--- src/design/gmda_pkg.sv ---
`default_nettype none
package gmda_pkg;

   localparam logic [7:0] HOLD_POLLS = 8'd200;
   localparam int CSR_INDEX_W = 1;

   // configuration register indexes
   localparam logic [CSR_INDEX_W-1:0] CSR_AF_LIMIT   = 1'b0;
   localparam logic [CSR_INDEX_W-1:0] CSR_AF_RELEASE = 1'b1;

   localparam logic [7:0] AF_LIMIT_RESET   = 8'd7;
   localparam logic [7:0] AF_RELEASE_RESET = 8'd4;

   typedef struct packed {
      logic [5:0] phase0_lines;
      logic [5:0] phase1_lines;
      logic [3:0] phase5_lines;
      logic [3:0] phase6_lines;
      logic       host_mode_pin;
   } item_type;

   typedef struct packed {
      logic [7:0] autofire_limit;
      logic [7:0] autofire_release;
   } cfg_type;

   typedef struct packed {
      logic       was_three_button;
      logic       two_button_seen;
      logic       paddle_on;
      logic       a_acts_as_up;
      logic [7:0] start_hold_count;
      logic [7:0] af_x;
      logic [7:0] af_y;
      logic [7:0] af_z;
   } pad_state_type;

   typedef struct packed {
      logic       paddle_mode;
      logic [7:0] port_tristate;
      logic [1:0] port_latch_buttons;
      logic [7:0] paddle_tristate_hold;
   } result_type;

endpackage
`default_nettype wire

--- src/design/gamepad_mux_decode_autofire_unit.sv ---
// multiplexed gamepad poll decoder with autofire and paddle emulation
//
// request channel: req_valid/req_ready carry one poll (line samples of select
// phases 0, 1, 5, 6 and the host mode pin). response channel: rsp_valid/
// rsp_ready carry the port tristate word, latch bits, paddle flag and the
// paddle hold word for that poll, one response per request, in order.
// csr_write with csr_index 0 sets the autofire limit, index 1 the release
// point; write only while no request is in flight.
//
// the request is registered in the input register, then decoded into the
// response register, where rsp_valid rises. throughput: one request per
// cycle while the receiver keeps taking responses; the decode is a single
// short combinational pass.
// reset clears the pad state, the autofire counters and both pipeline
// valids, and restores limit 7 and release 4.
// when the receiver stalls, the response register holds, the input register
// keeps its request, and req_ready drops once both are full.
`default_nettype none
module gamepad_mux_decode_autofire_unit import gmda_pkg::*; (
   input  wire logic                   clock,
   input  wire logic                   reset,
   input  wire logic                   req_valid,
   output logic                        req_ready,
   input  wire logic [5:0]             req_phase0_lines,
   input  wire logic [5:0]             req_phase1_lines,
   input  wire logic [3:0]             req_phase5_lines,
   input  wire logic [3:0]             req_phase6_lines,
   input  wire logic                   req_host_mode_pin,
   output logic                        rsp_valid,
   input  wire logic                   rsp_ready,
   output logic                        rsp_paddle_mode,
   output logic [7:0]                  rsp_port_tristate,
   output logic [1:0]                  rsp_port_latch_buttons,
   output logic [7:0]                  rsp_paddle_tristate_hold,
   input  wire logic                   csr_write,
   input  wire logic [CSR_INDEX_W-1:0] csr_index,
   input  wire logic [7:0]             csr_wdata
);

   // input stage
   logic          s1_valid_ff, s1_valid_in;
   item_type      s1_item_ff;
   // pad state and configuration
   pad_state_type st_ff, st_next;
   cfg_type       cfg_ff;
   // response stage
   logic          rsp_valid_ff, rsp_valid_in;
   result_type    rsp_ff, result;

   logic out_free, advance, take;

   // response slot frees when empty or being taken this cycle
   assign out_free  = !rsp_valid_ff || rsp_ready;
   assign advance   = s1_valid_ff && out_free;
   assign req_ready = !s1_valid_ff || out_free;
   assign take      = req_valid && req_ready;

   assign s1_valid_in  = take || (s1_valid_ff && !advance);
   assign rsp_valid_in = advance || (rsp_valid_ff && !rsp_ready);

   gmda_decode u_decode (
      .item    (s1_item_ff),
      .st      (st_ff),
      .cfg     (cfg_ff),
      .st_next (st_next),
      .result  (result)
   );

   always_ff @(posedge clock) begin
      if (reset) begin
         s1_valid_ff  <= 1'b0;
         rsp_valid_ff <= 1'b0;
         st_ff        <= '0;
      end else begin
         s1_valid_ff  <= s1_valid_in;
         rsp_valid_ff <= rsp_valid_in;
         // pad state moves only when a poll is decoded into the response slot
         if (advance) st_ff <= st_next;
      end
   end

   // configuration registers
   always_ff @(posedge clock) begin
      if (reset) begin
         cfg_ff.autofire_limit   <= AF_LIMIT_RESET;
         cfg_ff.autofire_release <= AF_RELEASE_RESET;
      end else if (csr_write) begin
         unique case (csr_index)
            CSR_AF_LIMIT:   cfg_ff.autofire_limit   <= csr_wdata;
            CSR_AF_RELEASE: cfg_ff.autofire_release <= csr_wdata;
            default: ;
         endcase
      end
   end

   // payload registers
   always_ff @(posedge clock) begin
      if (take) begin
         s1_item_ff.phase0_lines  <= req_phase0_lines;
         s1_item_ff.phase1_lines  <= req_phase1_lines;
         s1_item_ff.phase5_lines  <= req_phase5_lines;
         s1_item_ff.phase6_lines  <= req_phase6_lines;
         s1_item_ff.host_mode_pin <= req_host_mode_pin;
      end
      if (advance) rsp_ff <= result;
   end

   assign rsp_valid                = rsp_valid_ff;
   assign rsp_paddle_mode          = rsp_ff.paddle_mode;
   assign rsp_port_tristate        = rsp_ff.port_tristate;
   assign rsp_port_latch_buttons   = rsp_ff.port_latch_buttons;
   assign rsp_paddle_tristate_hold = rsp_ff.paddle_tristate_hold;

   // hold timer saturates just past the toggle point
   a_hold_sat: assert property (@(posedge clock) disable iff (reset)
      st_ff.start_hold_count <= (HOLD_POLLS + 8'd1))
      else $error("start hold count past saturation");

   // normal mode never drives a paddle hold word
   a_hold_zero: assert property (@(posedge clock) disable iff (reset)
      rsp_valid_ff && !rsp_ff.paddle_mode |-> rsp_ff.paddle_tristate_hold == 8'd0)
      else $error("paddle hold word in normal mode");

   // paddle mode keeps both button latches high
   a_paddle_latch: assert property (@(posedge clock) disable iff (reset)
      rsp_valid_ff && rsp_ff.paddle_mode |-> rsp_ff.port_latch_buttons == 2'b11)
      else $error("latch not released in paddle mode");

   // both stages full and stalled: no request may be taken
   a_full_stall: assert property (@(posedge clock) disable iff (reset)
      s1_valid_ff && rsp_valid_ff && !rsp_ready |-> !req_ready)
      else $error("request taken while pipeline full");

   // a decoded poll always lands in the response slot next cycle
   a_advance: assert property (@(posedge clock) disable iff (reset)
      advance |=> rsp_valid_ff)
      else $error("decoded poll lost");

endmodule
`default_nettype wire

--- src/design/gmda_decode.sv ---
`default_nettype none
module gmda_decode import gmda_pkg::*; (
   input  item_type      item,
   input  pad_state_type st,
   input  cfg_type       cfg,
   output pad_state_type st_next,
   output result_type    result
);

   function automatic logic [7:0] next_count(input logic [7:0] c, input logic released,
                                             input logic [7:0] limit);
      logic [8:0] n;
      n = {1'b0, c} + 9'd1;
      if (n > {1'b0, limit} || released) begin
         next_count = 8'd0;
      end else begin
         next_count = n[7:0];
      end
   endfunction

   logic up, down, left, right, c, b, a, start, x, y, z, mode;
   logic three;
   logic [7:0] cnt_base;
   logic t0, t1, t7, b1, b2, b3, u;
   logic [7:0] tris, hold;
   logic [1:0] latch;

   always_comb begin
      st_next = st;
      up    = item.phase0_lines[0];
      down  = item.phase0_lines[1];
      left  = item.phase0_lines[2];
      right = item.phase0_lines[3];
      c     = item.phase0_lines[4];
      b     = item.phase0_lines[5];
      three = ~item.phase1_lines[2] & ~item.phase1_lines[3];
      a     = three ? item.phase1_lines[5] : 1'b1;
      start = three ? item.phase1_lines[4] : 1'b1;
      if (item.phase5_lines == 4'd0) begin
         z    = item.phase6_lines[0];
         y    = item.phase6_lines[1];
         x    = item.phase6_lines[2];
         mode = item.phase6_lines[3];
      end else begin
         z = 1'b1; y = 1'b1; x = 1'b1; mode = 1'b1;
      end

      // pad type tracking
      if (three) st_next.two_button_seen = 1'b1;
      if (st.was_three_button && !three) st_next.two_button_seen = 1'b0;
      if (!c) st_next.two_button_seen = 1'b1;
      st_next.was_three_button = three;

      // start combos and hold timer
      cnt_base = st.start_hold_count;
      if (!start) begin
         if (!mode && !(z && c)) begin
            st_next.paddle_on = z;
            mode = 1'b1; start = 1'b1; z = 1'b1; c = 1'b1;
            cnt_base = 8'd0;
         end
         st_next.start_hold_count = cnt_base;
         if (!st_next.paddle_on) begin
            if (cnt_base < HOLD_POLLS) begin
               st_next.start_hold_count = cnt_base + 8'd1;
            end else if (cnt_base == HOLD_POLLS) begin
               st_next.a_acts_as_up     = ~st.a_acts_as_up;
               st_next.start_hold_count = cnt_base + 8'd1;
            end else begin
               start = 1'b1;
            end
         end
      end else begin
         st_next.start_hold_count = 8'd0;
      end

      st_next.af_x = next_count(st.af_x, x, cfg.autofire_limit);
      st_next.af_y = next_count(st.af_y, y, cfg.autofire_limit);
      st_next.af_z = next_count(st.af_z, z, cfg.autofire_limit);

      t0 = 1'b0; t1 = 1'b0; t7 = 1'b1;
      b1 = 1'b1; b2 = 1'b1; b3 = 1'b1; u = up;
      if (st_next.paddle_on) begin
         if (!start) begin
            t0 = 1'b1; t1 = 1'b1;
         end else if (!mode) begin
            t0 = 1'b1; t1 = 1'b0;
         end else if (!x) begin
            t0 = 1'b0; t1 = 1'b1;
         end else if (!y) begin
            t0 = 1'b0; t1 = 1'b0;
         end else begin
            t7 = 1'b0; t0 = ~a; t1 = ~b;
         end
         tris  = {t7, ~c, 1'b1, 1'b0, ~z, 1'b0, t1, t0};
         hold  = tris | {3'b000, left, 1'b0, up, 2'b00};
         tris  = tris | {3'b000, ~right, 1'b0, ~down, 2'b00};
         latch = 2'b11;
      end else begin
         b1 = b & start;
         b2 = c;
         if (!y) b1 = b1 & (st_next.af_y >= cfg.autofire_release);
         if (!z) b2 = b2 & (st_next.af_z >= cfg.autofire_release);
         if (st.a_acts_as_up ^ (st_next.a_acts_as_up ^ st.a_acts_as_up)) begin
            u  = up & a;
            b3 = 1'b1;
         end else begin
            b3 = a;
         end
         if (!x) b3 = b3 & (st_next.af_x >= cfg.autofire_release);
         tris = {left, right, 1'b1, 1'b0, b1, 1'b0, u, down};
         if (!item.host_mode_pin) begin
            latch = 2'b11;
            tris  = tris | {3'b000, b2, 1'b0, b3, 2'b00};
         end else begin
            latch = {b2, b3};
            tris  = tris | {3'b000, ~st_next.two_button_seen, 1'b0, ~three, 2'b00};
         end
         hold = 8'd0;
      end

      result.paddle_mode          = st_next.paddle_on;
      result.port_tristate        = tris;
      result.port_latch_buttons   = latch;
      result.paddle_tristate_hold = hold;
   end

endmodule
`default_nettype wire

--- config.mk ---
export PLATFORM = sky130hd
export DESIGN_NAME = gamepad_mux_decode_autofire_unit
export DESIGN_NICKNAME = d
export VERILOG_FILES = /design/src/design/gmda_pkg.sv /design/src/design/gamepad_mux_decode_autofire_unit.sv /design/src/design/gmda_decode.sv
export SDC_FILE = /design/constraint.sdc
export NUM_CORES = 1
export LEC_CHECK = 0
export BUFFER_PORTS_ARGS = -buffer_cell sky130_fd_sc_hd__buf_2
export CAP_MARGIN = 20
export CORE_MARGIN = 4
export CORE_UTILIZATION = 55
export CTS_CLUSTER_DIAMETER = 100
export CTS_CLUSTER_SIZE = 40
export DETAILED_ROUTE_END_ITERATION = 12
export GPL_ROUTABILITY_DRIVEN = 0
export PLACE_DENSITY = 0.75
export SLEW_MARGIN = 30
export SYNTH_ARGS = -nofsm -noshare
export SYNTH_HDL_FRONTEND = slang
export SYNTH_SLANG_ARGS = --single-unit
--- constraint.sdc ---
create_clock -name clock -period 13.18 [get_ports clock]
set_input_delay 1.318 -clock clock [delete_from_list [all_inputs] [get_ports clock]]
set_output_delay 1.318 -clock clock [all_outputs]
set_load 0.05 [all_outputs]
==> results.toml <==
[timing]
final.period_utilization_pct = 36.84
rsz0062_at_grt = "false"
timing.final.ws_setup_ns = 8.324
hold_viol = 0
fmaxAchievable_mhz = 205.9
min_period_ns = 4.856
slew_violations = 0
finClkSkew_ns = 0.01394
slew_headroom_pct = 38.52
worst_pin_slew_ns = 0.9212
fin_tns_setup_ns = 0
finalSetupViolations = 0

[final_layout]
layout-drive-gt1-share_pct = 14.84
finalNetCount = 723
multi_input_area_mm2 = 0.002958
area_growth_pct = 9.914
fillers = 797
register_area_mm2 = 0.002192
final_cells = 769
diodes = 0

[die]
initial_core_util_pct = 57.50
io_pins = 56
fp.dieH_um = 107.0
die-width_um = 107.0
core_area_mm2 = 0.009371
rows = 35
die_area_mm2 = 0.01145

[detailed_routing]
dr.first_iter.drc_count = 291
num_vias = 4582
first_pass_iters = 5
wl_um = 12390
ant_nets = 0
wire_per_inst_um = 16.11
via_per_inst = 5.958
drc = 0

[power]
seqPwrFrac_pct = 55.6
finalPower_mw = 0.5543
leakage_nw = 2.445
max-vdd-ir-drop_mv = 0.06535
power_switching_mw = 0.1597
power_density_mw_per_mm2 = 93.58
pwr-share-comb_pct = 10.7
netSwitchingFraction_pct = 28.82
p_int_mw = 0.3946
clockPowerShare_pct = 33.7

[setup_path]
cp-start-kind = "register"
timing_worst_setup_path_type = "register to register"
crit_chain = "and3_1 -> nand3_1 -> nor2_1 -> xnor2_1 -> inv_1 -> ha_1 -> a211oi_1 -> o2bb2ai_1 -> a311oi_1 -> a311o_1 -> or2_2 -> ha_1 -> nand2b_1 -> a211oi_1 -> o21ai_0 -> a21o_1 -> a211oi_1 -> o21bai_1"
crit_path_frequent_cell = "a211oi_1"
cp_slowest_cell = "a311o_1"
crit_fanout = 14
required_ns = 13.29
endpoint_kind = "register"
critPathArrivalTime_ns = 4.97
cp_slowest_stage_delay_ns = 0.56

[global_route]
grt_use_met3_pct = 3.672
gr-total-overflow = 0
track_usage_pct = 22.06
use_met2_pct = 36.24
antenna_found_initial = 0
grt_max_degree = 47
grt_most_used_layer = "met2"
met1_usage_pct = 29.57
grt_pass1_vias = 4311
grt_pass1_wl_um = 20210

[outcome]
status = "finished clean"

[clock_network]
post-cts-setup-buffers = 0
cts-root-buf = "clkbuf_8"
clock_latency_ns = 0.36
cts_tree = "built"
cts_hold_buf = 0
cts_buffers = 9
clkTransAtPathRegs_ns = 0.10
ctsResizeCount = 0
cts_num_sinks = 91
clk_path_buf_depth = 2
htreeDepth = 3

[run]
max-cap-violations = 0

[yosys]
synth_top_area_share_pct = 20.62
syn-cell-area_mm2 = 0.005389
yosys_warnings = 0
syn_area_per_cell_um2 = 9.057
yosysSeqAreaShare_pct = 40.68
synth_fp_nets = 683
yosysUniqueCellTypes = 69
synth_cells = 595
ys_ff_latch = 91
synth_top_cell_by_area = "edfxtp_1"
synth_edf_count = 37
synthFlopType = "dfxtp_1"
synthTopCellsByArea = "edfxtp_1 (21%), dfxtp_1 (20%), ha_1 (12%), nand2_1 (4.1%), a21oi_1 (4.0%)"
async_flop_share_pct = 0

[hold_path]
min_path_type = "register to register"

[place]
dp_cells = 753
dpl.hpwl_um = 8918
portBuffers = 52
dp_slack_ns = 8.432
-- cell usage after synthesis, types with 2 or more instances --
library cell,instances
edfxtp_1,37
dfxtp_1,54
nand3_1,34
nand2b_1,7
and2_1,7
nor2_1,39
or4_1,4
a211o_1,2
o41ai_1,2
xor2_1,10
a31o_2,9
a211oi_1,7
o31ai_1,3
clkbuf_1,22
or2_2,7
a21o_1,9
and3_1,11
o21ai_0,25
a31oi_1,3
nand4_1,9
nand2_1,59
ha_1,53
o21a_1,2
a21oi_1,43
nor3_1,18
a22o_1,2
o31ai_2,3
nor4_1,4
o211ai_1,6
nor4b_1,2
or3_1,8
xnor2_1,9
nand4b_1,2
nor3b_1,4
nor2b_1,11
inv_1,35
-- final timing paths --
path              slack [ns]  cells past startpoint              endpoint      start
hold reg to reg         0.46                      2             cfg_ff[4]  cfg_ff[4]
hold / removal          0.46                      2             cfg_ff[4]  cfg_ff[4]
setup reg to reg        8.32                     18  rsp_port_tristate[3]   st_ff[8]
setup / recovery        8.32                     18  rsp_port_tristate[3]   st_ff[8]
-- stage by stage --
step	instance area (µm²)	utilization (%)	hold WS [ns]
3_3_place_gp	5723	61.07	0.4466
2_1_floorplan	5389	-	0.4363
6_report	5923	63.20	0.4623
5_1_grt	5923	63.20	0.4777
4_1_cts	5917	63.14	0.4618
3_5_place_dp	5723	61.07	0.4482
-- worst max-delay path: cells and delay by family (launching register included) --
kind	cells	cell delay (ns)
DFF	1	0.44
buffers and inverters	1	0.11
AOI/OAI and AO/OA	9	2.25
and+or+nand+nor	5	0.99
adders and majority gates	2	0.60
xor gates and xnor gates	1	0.21
-- flip-flops by register name, summed over array words and instances (netlist names) --
name,count
rsp_paddle_mode,1
st_ff,36
s1_item_ff,19
s1_valid_ff,1
rsp_valid,1
rsp_port_latch_buttons,2
cfg_ff,16
rsp_port_tristate,7
rsp_paddle_tristate_hold,8
-- layout by cell type, fill, tap and decap left out, types with 8 or more instances in the layout --
cell type and count:
nand2_1 59, dfxtp_1 54, ha_1 53, buf_2 52, a21oi_1 43, nor2_1 39
edfxtp_1 37, inv_1 35, nand3_1 34, o21ai_0 25, nor3_1 18, nor2b_1 11
and3_1 11, xor2_1 10, nand4_1 9, xnor2_1 9, a21o_1 9, a31o_2 9
clkbuf_8 9, or3_1 8
-- power groups by stage --
stage / Sequential [mW] / Combinational, mW / Clock (mW)
detailed placement: 0.315 / 0.0589 / 0
global route: 0.309 / 0.0652 / 0.203
floorplan: 0.322 / 0.0328 / 0
global placement: 0.314 / 0.0572 / 0
CTS: 0.308 / 0.0593 / 0.192
finish: 0.308 / 0.0592 / 0.187
-- routing by layer --
metal  vias to the layer above  routed length [µm]  part of all wire, %
li1                       2247                   -                    -
met1                      2177                5471                   44
met2                       132                5908                   48
met3                        26                 705                  5.7
met4                         0                 300                  2.4
met5                         -                   0                    0
-- layout make-up --
class / instances / area share (%)
multi-input combinational: 442 / 49.94
tap: 129 / 2.725
sequential: 91 / 37.01
clock inverter: 7 / 1.183
timing repair buffer: 55 / 4.774
inverter: 36 / 2.281
clock buffer: 9 / 2.091
-- kinds of logic (layout without fill, tap and decap cells) --
| group | after synthesis | after routing | synth area share [%] |
|---|---|---|---|
| flops | 91 | 91 | 40.68 |
| other cells | 1 | 1 | 0.06959 |
| xor+xnor | 19 | 19 | 3.088 |
| fa+ha+maj | 53 | 53 | 12.31 |
| compound gates | 137 | 137 | 17.51 |
| simple gates | 232 | 232 | 21.80 |
| buf+inv | 62 | 107 | 4.551 |
Power figures use the tool's default switching activity.
